--- src/design/kpd_pkg.sv ---
// kpd_pkg: shared types, codes and constants of the keyboard packet deframer
// no dependencies; used by every module of the block

package kpd_pkg;

    // buffer geometry
    localparam int unsigned SLOT_COUNT    = 8;
    localparam int unsigned VIEW_COUNT    = 7;
    localparam int unsigned QUEUE_DEPTH   = 2;

    typedef logic [7:0]                  t_byte;
    typedef logic [2:0]                  t_slot;
    typedef logic [2:0]                  t_count;
    typedef t_byte [SLOT_COUNT-1:0]      t_snap;
    typedef t_byte [VIEW_COUNT-1:0]      t_view;

    // header bytes
    localparam t_byte HDR_KEY       = 8'hF5;
    localparam t_byte HDR_STATUS    = 8'hF6;
    localparam t_byte HDR_ABS_MOUSE = 8'hF7;
    localparam t_byte HDR_REL_FIRST = 8'hF8;
    localparam t_byte HDR_REL_LAST  = 8'hFB;
    localparam t_byte HDR_CLOCK     = 8'hFC;
    localparam t_byte HDR_JOY_BOTH  = 8'hFD;
    localparam t_byte HDR_JOY_ZERO  = 8'hFE;
    localparam t_byte HDR_JOY_ONE   = 8'hFF;

    // record kinds
    typedef enum logic [2:0] {
        KIND_KEY       = 3'd0,
        KIND_STATUS    = 3'd1,
        KIND_ABS_MOUSE = 3'd2,
        KIND_REL_MOUSE = 3'd3,
        KIND_CLOCK     = 3'd4,
        KIND_JOYSTICK  = 3'd5
    } t_kind;

    // number of data bytes that follow a header
    function automatic t_count f_pkt_len(input t_byte hdr);
        t_count len;
        case (hdr)
            HDR_STATUS:                len = 3'd7;
            HDR_ABS_MOUSE:             len = 3'd5;
            HDR_CLOCK:                 len = 3'd6;
            HDR_JOY_BOTH:              len = 3'd2;
            HDR_JOY_ZERO, HDR_JOY_ONE: len = 3'd1;
            default: begin
                // relative mouse headers carry two bytes
                if (hdr inside {[HDR_REL_FIRST:HDR_REL_LAST]}) len = 3'd2;
                else len = 3'd0;
            end
        endcase
        return len;
    endfunction

endpackage

--- src/design/kpd_front.sv ---
// kpd_front: takes received bytes, tracks the packet in progress and the slot buffer
// depends on kpd_pkg; hands a buffer snapshot to the queue when a record is due

module kpd_front (
    input  logic           i_clk,
    input  logic           i_rst_n,
    input  logic           i_valid,
    output logic           o_ready,
    input  kpd_pkg::t_byte i_rx_byte,
    input  logic           i_full,
    output logic           o_push,
    output kpd_pkg::t_snap o_snap
);

    logic            r_recv,  n_recv;
    kpd_pkg::t_count r_left,  n_left;
    kpd_pkg::t_slot  r_slot,  n_slot;
    kpd_pkg::t_snap  r_store, n_store;
    logic            accept;
    logic            push;

    assign o_ready = !i_full;
    assign accept  = i_valid && !i_full;

    // per-byte update of the packet state and slot buffer
    always_comb begin
        n_recv  = r_recv;
        n_left  = r_left;
        n_slot  = r_slot;
        n_store = r_store;
        push    = 1'b0;
        if (accept) begin
            if (r_recv) begin
                n_store[r_slot] = i_rx_byte;
                n_left          = r_left - 3'd1;
                if (n_left == 3'd0) begin
                    n_recv = 1'b0;
                    push   = 1'b1;
                end else begin
                    n_slot = r_slot + 3'd1;
                end
            end else if (i_rx_byte >= kpd_pkg::HDR_STATUS) begin
                n_left     = kpd_pkg::f_pkt_len(i_rx_byte);
                n_store[0] = i_rx_byte;
                n_recv     = 1'b1;
                n_slot     = 3'd1;
            end else begin
                n_store[0] = kpd_pkg::HDR_KEY;
                n_store[1] = i_rx_byte;
                push       = 1'b1;
            end
            // joystick one packet: move its byte to slot 2, kept in the buffer
            if (push && !(n_store[0] inside {[kpd_pkg::HDR_KEY:kpd_pkg::HDR_JOY_ZERO]})) begin
                n_store[2] = n_store[1];
            end
        end
    end

    // state registers
    always_ff @(posedge i_clk) begin
        if (!i_rst_n) begin
            r_recv  <= 1'b0;
            r_left  <= '0;
            r_slot  <= '0;
            r_store <= '0;
        end else begin
            r_recv  <= n_recv;
            r_left  <= n_left;
            r_slot  <= n_slot;
            r_store <= n_store;
        end
    end

    assign o_push = push;
    assign o_snap = n_store;

    // a packet in progress always has bytes to go and a data slot
    a_left_nonzero: assert property (@(posedge i_clk) disable iff (!i_rst_n)
        r_recv |-> (r_left != 3'd0 && r_slot != 3'd0))
        else $error("packet in progress with empty count or header slot");

    // a record is only raised for an accepted byte
    a_push_accept: assert property (@(posedge i_clk) disable iff (!i_rst_n)
        push |-> accept)
        else $error("record raised without an accepted byte");

endmodule

--- src/design/kpd_queue.sv ---
// kpd_queue: short queue of buffer snapshots between the front and back parts
// depends on kpd_pkg for the snapshot type

module kpd_queue #(
    parameter int unsigned DEPTH = kpd_pkg::QUEUE_DEPTH
) (
    input  logic           i_clk,
    input  logic           i_rst_n,
    input  logic           i_push,
    input  kpd_pkg::t_snap i_data,
    output logic           o_full,
    output logic           o_valid,
    input  logic           i_pop,
    output kpd_pkg::t_snap o_data
);

    localparam int unsigned PTR_W = (DEPTH > 1) ? $clog2(DEPTH) : 1;
    localparam int unsigned CNT_W = $clog2(DEPTH + 1);

    kpd_pkg::t_snap     r_mem [DEPTH];
    logic [PTR_W-1:0]   r_wr, r_rd;
    logic [CNT_W-1:0]   r_cnt;
    logic               push, pop;

    assign o_full  = (r_cnt == CNT_W'(DEPTH));
    assign o_valid = (r_cnt != '0);
    assign push    = i_push && !o_full;
    assign pop     = i_pop && o_valid;
    assign o_data  = r_mem[r_rd];

    // snapshot storage
    always_ff @(posedge i_clk) begin
        if (push) begin
            r_mem[r_wr] <= i_data;
        end
    end

    // pointers and fill count
    always_ff @(posedge i_clk) begin
        if (!i_rst_n) begin
            r_wr  <= '0;
            r_rd  <= '0;
            r_cnt <= '0;
        end else begin
            if (push) begin
                r_wr <= (r_wr == PTR_W'(DEPTH - 1)) ? '0 : r_wr + PTR_W'(1);
            end
            if (pop) begin
                r_rd <= (r_rd == PTR_W'(DEPTH - 1)) ? '0 : r_rd + PTR_W'(1);
            end
            r_cnt <= r_cnt + CNT_W'(push) - CNT_W'(pop);
        end
    end

    a_cnt_bound: assert property (@(posedge i_clk) disable iff (!i_rst_n)
        r_cnt <= CNT_W'(DEPTH))
        else $error("queue count beyond depth");

    a_no_overflow: assert property (@(posedge i_clk) disable iff (!i_rst_n)
        i_push |-> !o_full)
        else $error("snapshot pushed into full queue");

endmodule

--- src/design/kpd_back.sv ---
// kpd_back: turns a buffer snapshot into a record and holds it in the output register
// depends on kpd_pkg for header codes, kinds and types

module kpd_back (
    input  logic           i_clk,
    input  logic           i_rst_n,
    input  logic           i_q_valid,
    output logic           o_q_pop,
    input  kpd_pkg::t_snap i_snap,
    output logic           o_valid,
    input  logic           i_ready,
    output logic [2:0]     o_event_kind,
    output kpd_pkg::t_byte o_arg_byte,
    output logic [2:0]     o_view_len,
    output kpd_pkg::t_view o_view
);

    logic            r_valid;
    kpd_pkg::t_kind  r_kind,  n_kind;
    kpd_pkg::t_byte  r_arg,   n_arg;
    logic [2:0]      r_len,   n_len;
    kpd_pkg::t_view  r_view,  n_view;
    logic            load;

    assign load    = i_q_valid && (!r_valid || i_ready);
    assign o_q_pop = load;

    // record formatting by header byte
    always_comb begin
        n_kind = kpd_pkg::KIND_JOYSTICK;
        n_arg  = '0;
        n_len  = 3'd0;
        n_view = '0;
        case (i_snap[0])
            kpd_pkg::HDR_KEY: begin
                n_kind = kpd_pkg::KIND_KEY;
                n_arg  = i_snap[1];
            end
            kpd_pkg::HDR_STATUS: begin
                n_kind = kpd_pkg::KIND_STATUS;
                n_len  = 3'd7;
                n_view = i_snap[7:1];
            end
            kpd_pkg::HDR_ABS_MOUSE: begin
                n_kind      = kpd_pkg::KIND_ABS_MOUSE;
                n_len       = 3'd5;
                n_view[4:0] = i_snap[5:1];
            end
            kpd_pkg::HDR_CLOCK: begin
                n_kind      = kpd_pkg::KIND_CLOCK;
                n_len       = 3'd6;
                n_view[5:0] = i_snap[6:1];
            end
            kpd_pkg::HDR_JOY_BOTH: begin
                n_arg       = i_snap[2];
                n_len       = 3'd2;
                n_view[1:0] = i_snap[2:1];
            end
            kpd_pkg::HDR_JOY_ZERO: begin
                n_arg       = i_snap[1];
                n_len       = 3'd3;
                n_view[2:0] = i_snap[2:0];
            end
            default: begin
                // relative mouse range, else joystick one (slot 2 already fixed up)
                if (i_snap[0] inside {[kpd_pkg::HDR_REL_FIRST:kpd_pkg::HDR_REL_LAST]}) begin
                    n_kind = kpd_pkg::KIND_REL_MOUSE;
                end else begin
                    n_arg  = i_snap[2];
                end
                n_len       = 3'd3;
                n_view[2:0] = i_snap[2:0];
            end
        endcase
    end

    // output register valid
    always_ff @(posedge i_clk) begin
        if (!i_rst_n) begin
            r_valid <= 1'b0;
        end else if (load) begin
            r_valid <= 1'b1;
        end else if (i_ready) begin
            r_valid <= 1'b0;
        end
    end

    // output register payload
    always_ff @(posedge i_clk) begin
        if (load) begin
            r_kind <= n_kind;
            r_arg  <= n_arg;
            r_len  <= n_len;
            r_view <= n_view;
        end
    end

    assign o_valid      = r_valid;
    assign o_event_kind = r_kind;
    assign o_arg_byte   = r_arg;
    assign o_view_len   = r_len;
    assign o_view       = r_view;

    // a held record is never replaced before it is taken
    a_no_clobber: assert property (@(posedge i_clk) disable iff (!i_rst_n)
        (r_valid && !i_ready) |-> !load)
        else $error("output record overwritten while stalled");

endmodule

--- src/design/keyboard_packet_deframer_core.sv ---
// keyboard_packet_deframer_core: top level of the keyboard packet deframer
// depends on kpd_pkg, kpd_front, kpd_queue and kpd_back

// Takes one keyboard-controller byte per request and gives one record per key
// event or completed packet. A byte can be taken in every cycle: the front part
// updates the packet state and slot buffer in the accepting cycle and drops a
// buffer snapshot into a QUEUE_DEPTH-entry queue; the back part formats the head
// snapshot into the output register when that register is empty or its record is
// being taken, so a record waits first in the queue and then in the output
// register. o_ready falls only while the queue is full, which happens when the
// output side stalls.

module keyboard_packet_deframer_core #(
    parameter int unsigned QUEUE_DEPTH = kpd_pkg::QUEUE_DEPTH
) (
    input  logic       i_clk,
    input  logic       i_rst_n,
    input  logic       i_valid,
    output logic       o_ready,
    input  logic [7:0] i_rx_byte,
    output logic       o_valid,
    input  logic       i_ready,
    output logic [2:0] o_event_kind,
    output logic [7:0] o_arg_byte,
    output logic [2:0] o_view_len,
    output logic [7:0] o_view_b0,
    output logic [7:0] o_view_b1,
    output logic [7:0] o_view_b2,
    output logic [7:0] o_view_b3,
    output logic [7:0] o_view_b4,
    output logic [7:0] o_view_b5,
    output logic [7:0] o_view_b6
);

    logic           q_full, q_push, q_valid, q_pop;
    kpd_pkg::t_snap push_snap, head_snap;
    kpd_pkg::t_view view;

    // front: byte intake and packet tracking
    kpd_front u_front (
        .i_clk     (i_clk),
        .i_rst_n   (i_rst_n),
        .i_valid   (i_valid),
        .o_ready   (o_ready),
        .i_rx_byte (i_rx_byte),
        .i_full    (q_full),
        .o_push    (q_push),
        .o_snap    (push_snap)
    );

    // snapshot queue
    kpd_queue #(
        .DEPTH (QUEUE_DEPTH)
    ) u_queue (
        .i_clk   (i_clk),
        .i_rst_n (i_rst_n),
        .i_push  (q_push),
        .i_data  (push_snap),
        .o_full  (q_full),
        .o_valid (q_valid),
        .i_pop   (q_pop),
        .o_data  (head_snap)
    );

    // back: record formatting and output register
    kpd_back u_back (
        .i_clk        (i_clk),
        .i_rst_n      (i_rst_n),
        .i_q_valid    (q_valid),
        .o_q_pop      (q_pop),
        .i_snap       (head_snap),
        .o_valid      (o_valid),
        .i_ready      (i_ready),
        .o_event_kind (o_event_kind),
        .o_arg_byte   (o_arg_byte),
        .o_view_len   (o_view_len),
        .o_view       (view)
    );

    assign o_view_b0 = view[0];
    assign o_view_b1 = view[1];
    assign o_view_b2 = view[2];
    assign o_view_b3 = view[3];
    assign o_view_b4 = view[4];
    assign o_view_b5 = view[5];
    assign o_view_b6 = view[6];

endmodule
--- config.mk ---
export PLATFORM = sky130hd
export DESIGN_NAME = keyboard_packet_deframer_core
export DESIGN_NICKNAME = d
export VERILOG_FILES = /design/src/design/kpd_pkg.sv /design/src/design/kpd_front.sv /design/src/design/kpd_queue.sv /design/src/design/kpd_back.sv /design/src/design/keyboard_packet_deframer_core.sv
export SDC_FILE = /design/constraint.sdc
export NUM_CORES = 1
export LEC_CHECK = 0
export ABC_AREA = 1
export ABC_CLOCK_PERIOD_IN_PS = 13600
export BUFFER_PORTS_ARGS = -buffer_cell sky130_fd_sc_hd__buf_4
export CAP_MARGIN = 20
export CORE_MARGIN = 2
export CORE_UTILIZATION = 40
export DETAILED_ROUTE_END_ITERATION = 8
export GPL_TIMING_DRIVEN = 0
export SYNTH_ARGS = -nofsm -noshare
export SYNTH_HDL_FRONTEND = slang
export SYNTH_SLANG_ARGS = --single-unit
--- constraint.sdc ---
create_clock -name i_clk -period 13.6 [get_ports i_clk]
set_input_delay 3.4 -clock i_clk [delete_from_list [all_inputs] [get_ports i_clk]]
set_output_delay 3.4 -clock i_clk [all_outputs]
set_load 0.05 [all_outputs]
## Word level (Yosys, flattened, before mapping)

Memory sizes are Yosys's and may differ from the RTL's. A register that Yosys moved wholly into a read port is not among the register bits.
Cells that the tools add are included.

- Register bits: 146
- Bits in writable memories: 128
- Bits of input ports: 12
- Output and inout port bits: 72
- Logic and storage cells: 121
- Memories: 1

- Add/sub/neg operators: 6
- Order comparisons: 9
- Eq/ne operators: 14
- Muxes and demuxes: 40
- Reduce and logical (&&, ||, !) cells: 26

Memories:

| memory | depth | bits a word | rd ports | clocked after memory_dff | write ports | RTL line | RTL |
|---|---|---|---|---|---|---|---|
| u_queue.r_mem | 2 | 64 | 1 | 1 | 1 | kpd_queue.sv:20 | `kpd_pkg::t_snap r_mem [DEPTH];` |

Operators with widths:

| operator | number |
|---|---|
| == test 8 bit, second input constant | 12 |
| bitwise mux 64 bit | 1 |
| two-way mux 64 bit | 1 |
| two-way mux 48 bit | 1 |
| one-hot mux 3 bit (5 select lines) | 3 |
| two-way mux 8 bit | 5 |
| >= comparator 8 bit, second input constant | 4 |
| two-way mux 16 bit | 2 |
| one-hot mux 16 bit (2 select lines) | 1 |
| demux 8 bit (select 3 bit) | 1 |
| less-or-equal comparator 8 bit, second input constant | 3 |
| one-hot mux 8 bit (3 select lines) | 1 |
| two-way mux 3 bit | 6 |
| two-way mux 1 bit | 16 |
| one-hot mux 8 bit (2 select lines) | 1 |
| OR reduction 2 bit | 5 |
| logical AND 1 bit | 9 |
| nonzero test 2 bit | 3 |
| less-than comparator 3 x 4 -> 1 bit, second input constant | 1 |
| OR reduction 4 bit | 1 |
| adder 3 x 1 -> 3 bit, second input constant | 1 |
| >= comparator 3 x 1 -> 1 bit, second input constant | 1 |
| logical NOT 1 bit | 3 |
| logical NOT 3 bit | 1 |
| 11 further kinds | 12 |

## Depth between registers and ports, before layout

Gate-level depths: netlist of run 1.

- Word-level depth: 13
- Mapped depth: 14
- Depth with buffers taken out: 14

## Hierarchy

A second synthesis of run 1 with hierarchy kept.

- Cell total of the unflattened synthesis: 1,086
- Area, all modules: 12,206.7 um2

By module, submodules not included:

| module | instances | cells each | area each (um2) |
|---|---|---|---|
| kpd_queue | 1 | 237 | 5,168.7 |
| kpd_front | 1 | 551 | 3,752.3 |
| kpd_back | 1 | 298 | 3,285.7 |

## Worst setup path after synthesis of run 1

No wires, ideal clock.

- Kind: input port to flip-flop
- Start: in i_ready
- End: reg u_queue.r_cnt[1]
- Library setup time: 0.070 ns
- Data arrival time: 7.703 ns
- Path slack: 5.828 ns
- Cell stages on the path: 8
- Cells stage by stage: nor2_1 -> nor2_1 -> ha_1 -> inv_1 -> ha_1 -> xor2_1 -> o21ai_0 -> a21oi_1

- Cells in the longest elaborated chain, start to end: 4

Ends and longest elaborated chain:

| element | RTL line | RTL |
|---|---|---|
| start: declaration | keyboard_packet_deframer_core.sv:22 | `input logic i_ready,` |
| logical OR 1 bit | kpd_back.sv:25 | `assign load = i_q_valid && (!r_valid \|\| i_ready);` |
| logical AND 1 bit | kpd_back.sv:25 |  |
| net q_pop | keyboard_packet_deframer_core.sv:35 | `logic q_full, q_push, q_valid, q_pop;` |
| logical AND 1 bit | kpd_queue.sv:28 | `assign pop = i_pop && o_valid;` |
| subtractor 2 x 1 -> 2 bit | kpd_queue.sv:51 | `r_cnt <= r_cnt + CNT_W'(push) - CNT_W'(pop);` |
| end signal: assignment | kpd_queue.sv:51 |  |
| end: declaration | kpd_queue.sv:22 | `logic [CNT_W-1:0] r_cnt;` |

The timed path passes the listed nets, and every way through them passes these cells.
A chain may end at the register's enable or synchronous reset.

## Worst setup path after layout of run 1

- Start: in i_rx_byte[4]
- End: mem u_queue.r_mem[1][24] (netlist bit), enable pin

- Cells in the longest elaborated chain, start to end: 8

Ends and longest elaborated chain:

| element | RTL line | RTL |
|---|---|---|
| start: declaration | keyboard_packet_deframer_core.sv:20 | `input logic [7:0] i_rx_byte,` |
| >= comparator 8 bit | kpd_front.sv:42 | `end else if (i_rx_byte >= kpd_pkg::HDR_STATUS) begin` |
| two-way mux 1 bit | kpd_front.sv:42 |  |
| two-way mux 1 bit | kpd_front.sv:33 | `if (r_recv) begin` |
| two-way mux 1 bit (2 in a row) | kpd_front.sv:32 | `if (accept) begin` |
| logical AND 1 bit | kpd_queue.sv:27 | `assign push = i_push && !o_full;` |
| net u_queue.push | kpd_queue.sv:23 | `logic push, pop;` |
| two-way mux 1 bit | kpd_queue.sv:33 | `if (push) begin` |
| two-way mux 1 bit (implied by the code) | kpd_queue.sv:34 | `r_mem[r_wr] <= i_data;` |
| end: declaration | kpd_queue.sv:20 |  |

The timed path passes the listed nets, and every way through them passes these cells. The select of a mux whose other input is x is not followed.

==> summary.md, run 1 <==
| Metric | Value |
|---|---|
| Period utilisation layout | 39.67% |
| Largest net degree at the start of global routing | 38 |
| Die area | 0.02983 mm^2 |
| Area contributors post-synth | edfxtp_1, dfxtp_1, nand2_1 |
| Max Freq | about 0.19 GHz |
| Final max-slew violation count | 0 |
| Pwr Density | 220.1 mW/mm^2 |
| Post-Syn Area | 0.01139 mm^2 |
| H-tree level count | 1 |
| Syn avg cell area | roughly 10 um^2 |
| Maxcap violations | 0 |
| Post-DP HPWL | 17510 um |
| Routed met3 length | 1530 um |
| CTS tree | yes |
| Final Hold Viols | 0 |
| Most common cell after layout, fill and taps aside | nand2_1 |
| Clock Tree Root | clkbuf_16 |
| Residual DRC | 0 |
| # hold bufs at CTS | 0 |
| Worst setup SP type | input port |
| FILL cells | roughly 2600 |
| Seq/Total Area, Yosys | 65.76% |
| # Post-CTS Setup Buffers | 0 |
| Required @ worst endpoint | 13.88 ns |
| Top layer in use | met4 |
| Worst-skew pair later-pin latency | approximately 0.55 ns |
| Wirelength per Cell | 15.75 um |
| N_diodes | 0 |
| CP max FO | 31 |
| Critical path capture point type | register |
| Row cnt | 61 |
| Synthesis-to-finish area growth | 18.01% |
| Placed insts | 1590 |
| Via Count | between 7000 and 8000 |
| Global Route Usage Sum | around 17% |
| I/O pin cnt | 84 |
| TritonRoute pass-1 iters | 6 |
| Fin cells | ~1600 |
| Setup tns final | 0 ns |
| Antenna-violating nets left | 0 |
| Cell Area, Placed | between 0.01 and 0.015 mm^2 |
| Layout cells sized above 1 | 13.71% |
| Synthesized Nets | 1148 |
| Routed wire length | roughly 26000 um |
| Status | finished clean |
| Setup violators final | 0 |
| Bufs on Longest Clock Path | 3 |
| Worst hold slack | 0.4531 ns |
| Worst path bufs/invs | 3 |
| Largest area contributor in the netlist | edfxtp_1 |
| HP Class | reg -> reg |
| TritonCTS buffer count | 28 |
| Most frequent cells in the layout | nand2_1, edfxtp_1, inv_1 |
| Gp weighted congestion | 0.8850 |
| Largest delay share family, worst path | buffers and inverters |
| Slowest CP cell | clkbuf_1 |
| Measured slew at the worst slew-check pin | 0.7863 ns |
| Vias in the first global route | 7542 |
| Die span in x | 172.7 um |
| Met2 wire length | between 10000 and 15000 um |
| Max VDD drop | between 0.1 and 0.15 mV |
| Yosys top cell area share | 52.22% |
| Synth Warn # | 0 |
| Crit-path cells | clkbuf_1, nand4_1, a21oi_1, nor2_1, a21oi_1, nor2_1, inv_1, nor2_4, buf_12 |
| Worst Path Arrival | 5.68 ns |
| Clock Sinks | 275 |
| Max-Slew Margin vs Limit | 46.08% |
| Antenna violations before repair | 0 |
| Clock transition at path regs | 0.06 ns |
| Flops & latches, synth | 275 |
| Minimum clock period | 5.396 ns |
| First-pass GRT wire length | 40710 um |
| CP max stage delay | between 0.5 and 0.6 ns |
| DIE HEIGHT | 172.7 um |
| Post-route cell area | 0.01344 mm^2 |
| Via-per-instance ratio | 4.853 |
| Final #Nets | 1259 |
| Total congestion overflow | 0 |
| Lkg Pwr | approximately 5.8 nW |
| Netlist cell types | 45 |
| Met1 WL | ~11000 um |
| PostCTS Resize Cnt | 0 |
| Synthesized instance count | 1131 |
| DRT iter0 DRCs | 739 |
| Initial core utilization | 40.76% |
| Critical path class | in -> reg |
| Clock skew | approximately 0.017 ns |
| RSZ-0062 raised after global routing | false |
| Port bufs | 75 |
| Core region area | 0.02793 mm^2 |
-- layout make-up --
class | count | area (um^2) | share of cell area [%]
well taps | 378 | 473.0 | 3.520
clock inverters | 13 | 102.6 | 0.7636
repair buffers | 81 | 698.2 | 5.196
flip-flops and latches | 275 | 7487 | 55.72
inverters | 162 | 610.6 | 4.544
multi-input cells | 646 | 3098 | 23.06
plain buffers | 48 | 212.7 | 1.583
clock buffers | 37 | 754.5 | 5.615
-- stage by stage --
| step | power [mW] | util [%] | setup slack, ns |
|---|---|---|---|
| final | 2.957 | 48.10 | 8.204 |
| after global routing | 3.108 | 48.10 | 8.074 |
| after CTS | 2.986 | 48.10 | 8.239 |
| after detailed placement | 2.268 | 45.03 | 7.668 |
| after global placement | 2.247 | 44.47 | 3.791 |
| after floorplan | 1.937 | - | 5.828 |
-- cells by family (layout without fill, tap and decap cells) --
| logic type | after synthesis | after routing | share of synthesized area (%) |
|---|---|---|---|
| buf+inv | 210 | 341 | 7.231 |
| simple gates | 444 | 444 | 16.59 |
| mux | 6 | 6 | 0.5275 |
| xor+xnor | 3 | 3 | 0.2308 |
| fa+ha+maj | 5 | 5 | 0.5495 |
| compound gates | 188 | 188 | 9.110 |
| flops | 275 | 275 | 65.76 |
-- worst reg2reg max path: stages, from the launching register on --
cell and delay, ns:
dfxtp_1 0.29, buf_2 0.16, clkbuf_1 0.26, nor2_1 0.28, a21oi_1 0.15, nor2_1 0.23
inv_1 0.16, nor2_4 0.48, buf_12 0.28
-- sequential cells by signal, indices dropped and copies added, names as in the netlist, named ones only --
name                 cells
u_front.r_store         64
u_back.o_view_len        3
u_front.r_recv           1
u_queue.r_rd             1
u_back.o_event_kind      3
u_queue.r_cnt            2
u_back.o_arg_byte        8
u_front.r_left           3
u_queue.r_wr             1
u_back.o_view           56
u_queue.r_mem          128
u_front.r_slot           3
u_back.o_valid           1
-- cells in the mapped netlist, drive strengths merged --
master and n:
a21boi 1, inv 160, ha 5, o21a 1
xor2 3, nand4 4, edfxtp 198, nand3 52
o211ai 8, nand2 282, a31oi 2, nand3b 1
a22oi 6, nor3 5, nor4 1, buf 13
a211oi 2, o22ai 12, mux2i 6, dfxtp 77
clkinv 2, nor2 84, o21ai 93, or2 15
a21oi 62, clkbuf 35, o311ai 1
-- metal layers --
metal,global-route usage [%],vias up
met5,0,-
met1,23.47,3719
met4,4.802,0
met2,28.70,238
li1,-,3959
met3,2.485,43
-- power breakdown --
group / switching (mW) / total, mW / leakage [nW] / internal (mW)
Sequential: 0.0509 / 1.19 / 2.52 / 1.14
Clock: 0.309 / 0.717 / 0.417 / 0.408
Combinational: 0.776 / 1.05 / 2.82 / 0.274
Total: 1.14 / 2.96 / 5.76 / 1.82
-- path summary, 6_finish.rpt --
| kind | startpoint | end | cells after the start | slack [ns] |
|---|---|---|---|---|
| worst min register to register | u_queue.r_rd | u_queue.r_rd | 1 | 0.45 |
| worst min-delay path | u_queue.r_rd | u_queue.r_rd | 1 | 0.45 |
| worst max-delay path | i_rx_byte[4] | u_queue.r_mem[1][24] | 9 | 8.20 |
| worst max register to register | u_front.r_recv | u_queue.r_mem[1][24] | 8 | 10.98 |
Power figures use the tool's default switching activity.
==> run 2, diff against run 1 <==
--- a/config.mk
+++ b/config.mk
@@ -6,7 +6,7 @@
 export NUM_CORES = 1
 export LEC_CHECK = 0
 export ABC_AREA = 1
-export ABC_CLOCK_PERIOD_IN_PS = 13600
+export ABC_CLOCK_PERIOD_IN_PS = 5700
 export BUFFER_PORTS_ARGS = -buffer_cell sky130_fd_sc_hd__buf_4
 export CAP_MARGIN = 20
 export CORE_MARGIN = 2
==> constraint.sdc (replaced) <==
create_clock -name i_clk -period 5.7 [get_ports i_clk]
set_input_delay 1.425 -clock i_clk [delete_from_list [all_inputs] [get_ports i_clk]]
set_output_delay 1.425 -clock i_clk [all_outputs]
set_load 0.05 [all_outputs]
==> summary.md, run 2 (same netlist as run 1, synthesis figures left out) <==
| Metric | Value |
|---|---|
| Status | finished clean |
| Most frequent cells in the layout | nand2_1, edfxtp_1, inv_1 |
| Largest net degree at the start of global routing | 38 (unchanged) |
| Setup violators final | 0 (unchanged) |
| Clock skew | 0.01111 ns (-0.006136 ns) |
| Max VDD drop | 0.3006 mV (+110%) |
| Die area | 0.02983 mm^2 (unchanged) |
| Largest delay share family, worst path | simple AND/OR/NAND/NOR gates |
| Die span in x | 172.7 um (unchanged) |
| Bufs on Longest Clock Path | 3 (unchanged) |
| DRT iter0 DRCs | 603 (-18%) |
| Max Freq | between 0.2 and 0.3 GHz |
| R2r setup slk | 3.12 ns (-7.86 ns) |
| CP Depth | 10 (+1) |
| RSZ-0062 raised after global routing | false |
| Antenna violations before repair | 0 (unchanged) |
| Worst path bufs/invs | 2 (-1) |
| Final max-slew violation count | 0 (unchanged) |
| Reg with most FFs | u_queue.r_mem |
| TritonRoute pass-1 iters | 7 (+1) |
| Initial core utilization | 40.76% (unchanged) |
| FILL cells | 2587 (-1.3%) |
| H-tree level count | 1 (unchanged) |
| Wirelength per Cell | 15.98 um (+1.5%) |
| Setup tns final | 0 ns (unchanged) |
| CTS tree | yes |
| Worst setup SP type | input port |
| DIE HEIGHT | 172.7 um (unchanged) |
| First-pass GRT wire length | 41000 um (+0.71%) |
| Minimum clock period | 3.419 ns |
| TritonCTS buffer count | 29 (+3.6%) |
| Vias in the first global route | 7617 (+0.99%) |
| N_diodes | 0 (unchanged) |
| Antenna-violating nets left | 0 (unchanged) |
| Post-DP HPWL | 17790 um (+1.6%) |
| Required @ worst endpoint | 5.97 ns (-7.91 ns) |
| # Post-CTS Setup Buffers | 0 (unchanged) |
| R2R cell count | 6 (-2) |
| # hold bufs at CTS | 0 (unchanged) |
| Critical path class | in -> reg |
| Worst Path Arrival | 3.69 ns (-1.99 ns) |
| Final Hold Viols | 0 (unchanged) |
| Total congestion overflow | 0 (unchanged) |
| HP Class | reg -> reg |
| Lkg Pwr | 5.764 nW (+0.12%) |
| Period utilisation layout | 59.99% |
| CP max FO | 9 (-71%) |
| I/O pin cnt | 84 (unchanged) |
| Max reg flops | 128 (unchanged) |
| Crit-path cells | clkbuf_1, nand4_1, a21oi_1, nor2_1, a21oi_1, inv_2, nand2_2, nand2_1, nand3_1, nand2_1 |
| Residual DRC | 0 (unchanged) |
| Measured slew at the worst slew-check pin | 0.9024 ns (+0.1161 ns) |
| Synthesis-to-finish area growth | 18.13% |
| Clock Tree Root | clkbuf_16 |
| Routed wire length | 26280 um (+1.7%) |
| Clock Sinks | 275 (unchanged) |
| Row cnt | 61 (unchanged) |
| Gp weighted congestion | 0.8801 (-0.55%) |
| PostCTS Resize Cnt | 0 (unchanged) |
| WHS Path Cells | 1 (unchanged) |
| Max-Slew Margin vs Limit | 38.12% (-8.0 points) |
| CP max stage delay | 0.52 ns (-0.02 ns) |
| Critical path capture point type | register |
| Util after Layout | 48.15% (+0.049 points) |
| Worst-skew pair later-pin latency | 0.55 ns (about the same) |
| Via Count | 8057 (+1.2%) |
| Slowest CP cell | clkbuf_1 |
| Most common cell after layout, fill and taps aside | nand2_1 |
| Pwr Density | 528.8 mW/mm^2 (+140%) |
| Core region area | 0.02793 mm^2 (unchanged) |
| Final #Nets | 1260 (+0.079%) |
| Layout cells sized above 1 | 13.35% (-0.36 points) |
| Via-per-instance ratio | 4.901 (+0.99%) |
| Clock transition at path regs | 0.06 ns (about the same) |
| Maxcap violations | 0 (unchanged) |
| Global Route Usage Sum | 17.25% (+0.077 points) |
| Port bufs | 75 (unchanged) |
==> run 2: path summary, 6_finish.rpt <==
check / from / endpoint
hold / removal: u_queue.r_rd / register
hold reg to reg: u_queue.r_rd / register
setup reg to reg: register / u_back.o_arg_byte[2]
setup / recovery: i_rx_byte[4] / u_queue.r_mem[0][17]
==> run 2: area by class of cell <==
type,count,area [um^2],share of cell area (%)
Clock buffer,44,802.0,5.963
Multi-Input combinational cell,646,3098,23.03
Timing Repair Buffer,81,683.2,5.079
Tap cell,378,473.0,3.516
Clock inverter,10,83.83,0.6233
Inverter,162,610.6,4.540
Buffer,48,212.7,1.581
Sequential cell,275,7487,55.67
==> run 2: report_power, final <==
part,switching [mW],internal [mW],total [mW]
Sequential,0.119,2.72,2.84
Clock,0.746,1.01,1.76
Combinational,1.86,0.651,2.51
==> run 2: through the flow <==
step | cell area [um^2] | cells | worst slack, ns | hold slack (ns) | power [mW]
3_3_place_gp | 12420 | 1584 | -2.145 | 0.4364 | 5.341
4_1_cts | 13450 | 1644 | 2.343 | 0.4528 | 7.172
6_report | 13450 | 1644 | 2.281 | 0.4472 | 7.112
3_5_place_dp | 12560 | 1590 | 1.786 | 0.4464 | 5.407
5_1_grt | 13450 | 1644 | 2.052 | 0.4681 | 7.446
2_1_floorplan | 11390 | 1131 | 0.2251 | 0.4255 | 4.610
==> run 2: routing by layer <==
layer / vias up / share of wire, % / GRT usage [%]
met5: - / 0 / 0
met4: 0 / 2.5 / 5.297
met3: 47 / 5.9 / 2.243
met2: 234 / 48 / 29.05
met1: 3819 / 44 / 23.36
li1: 3957 / - / -
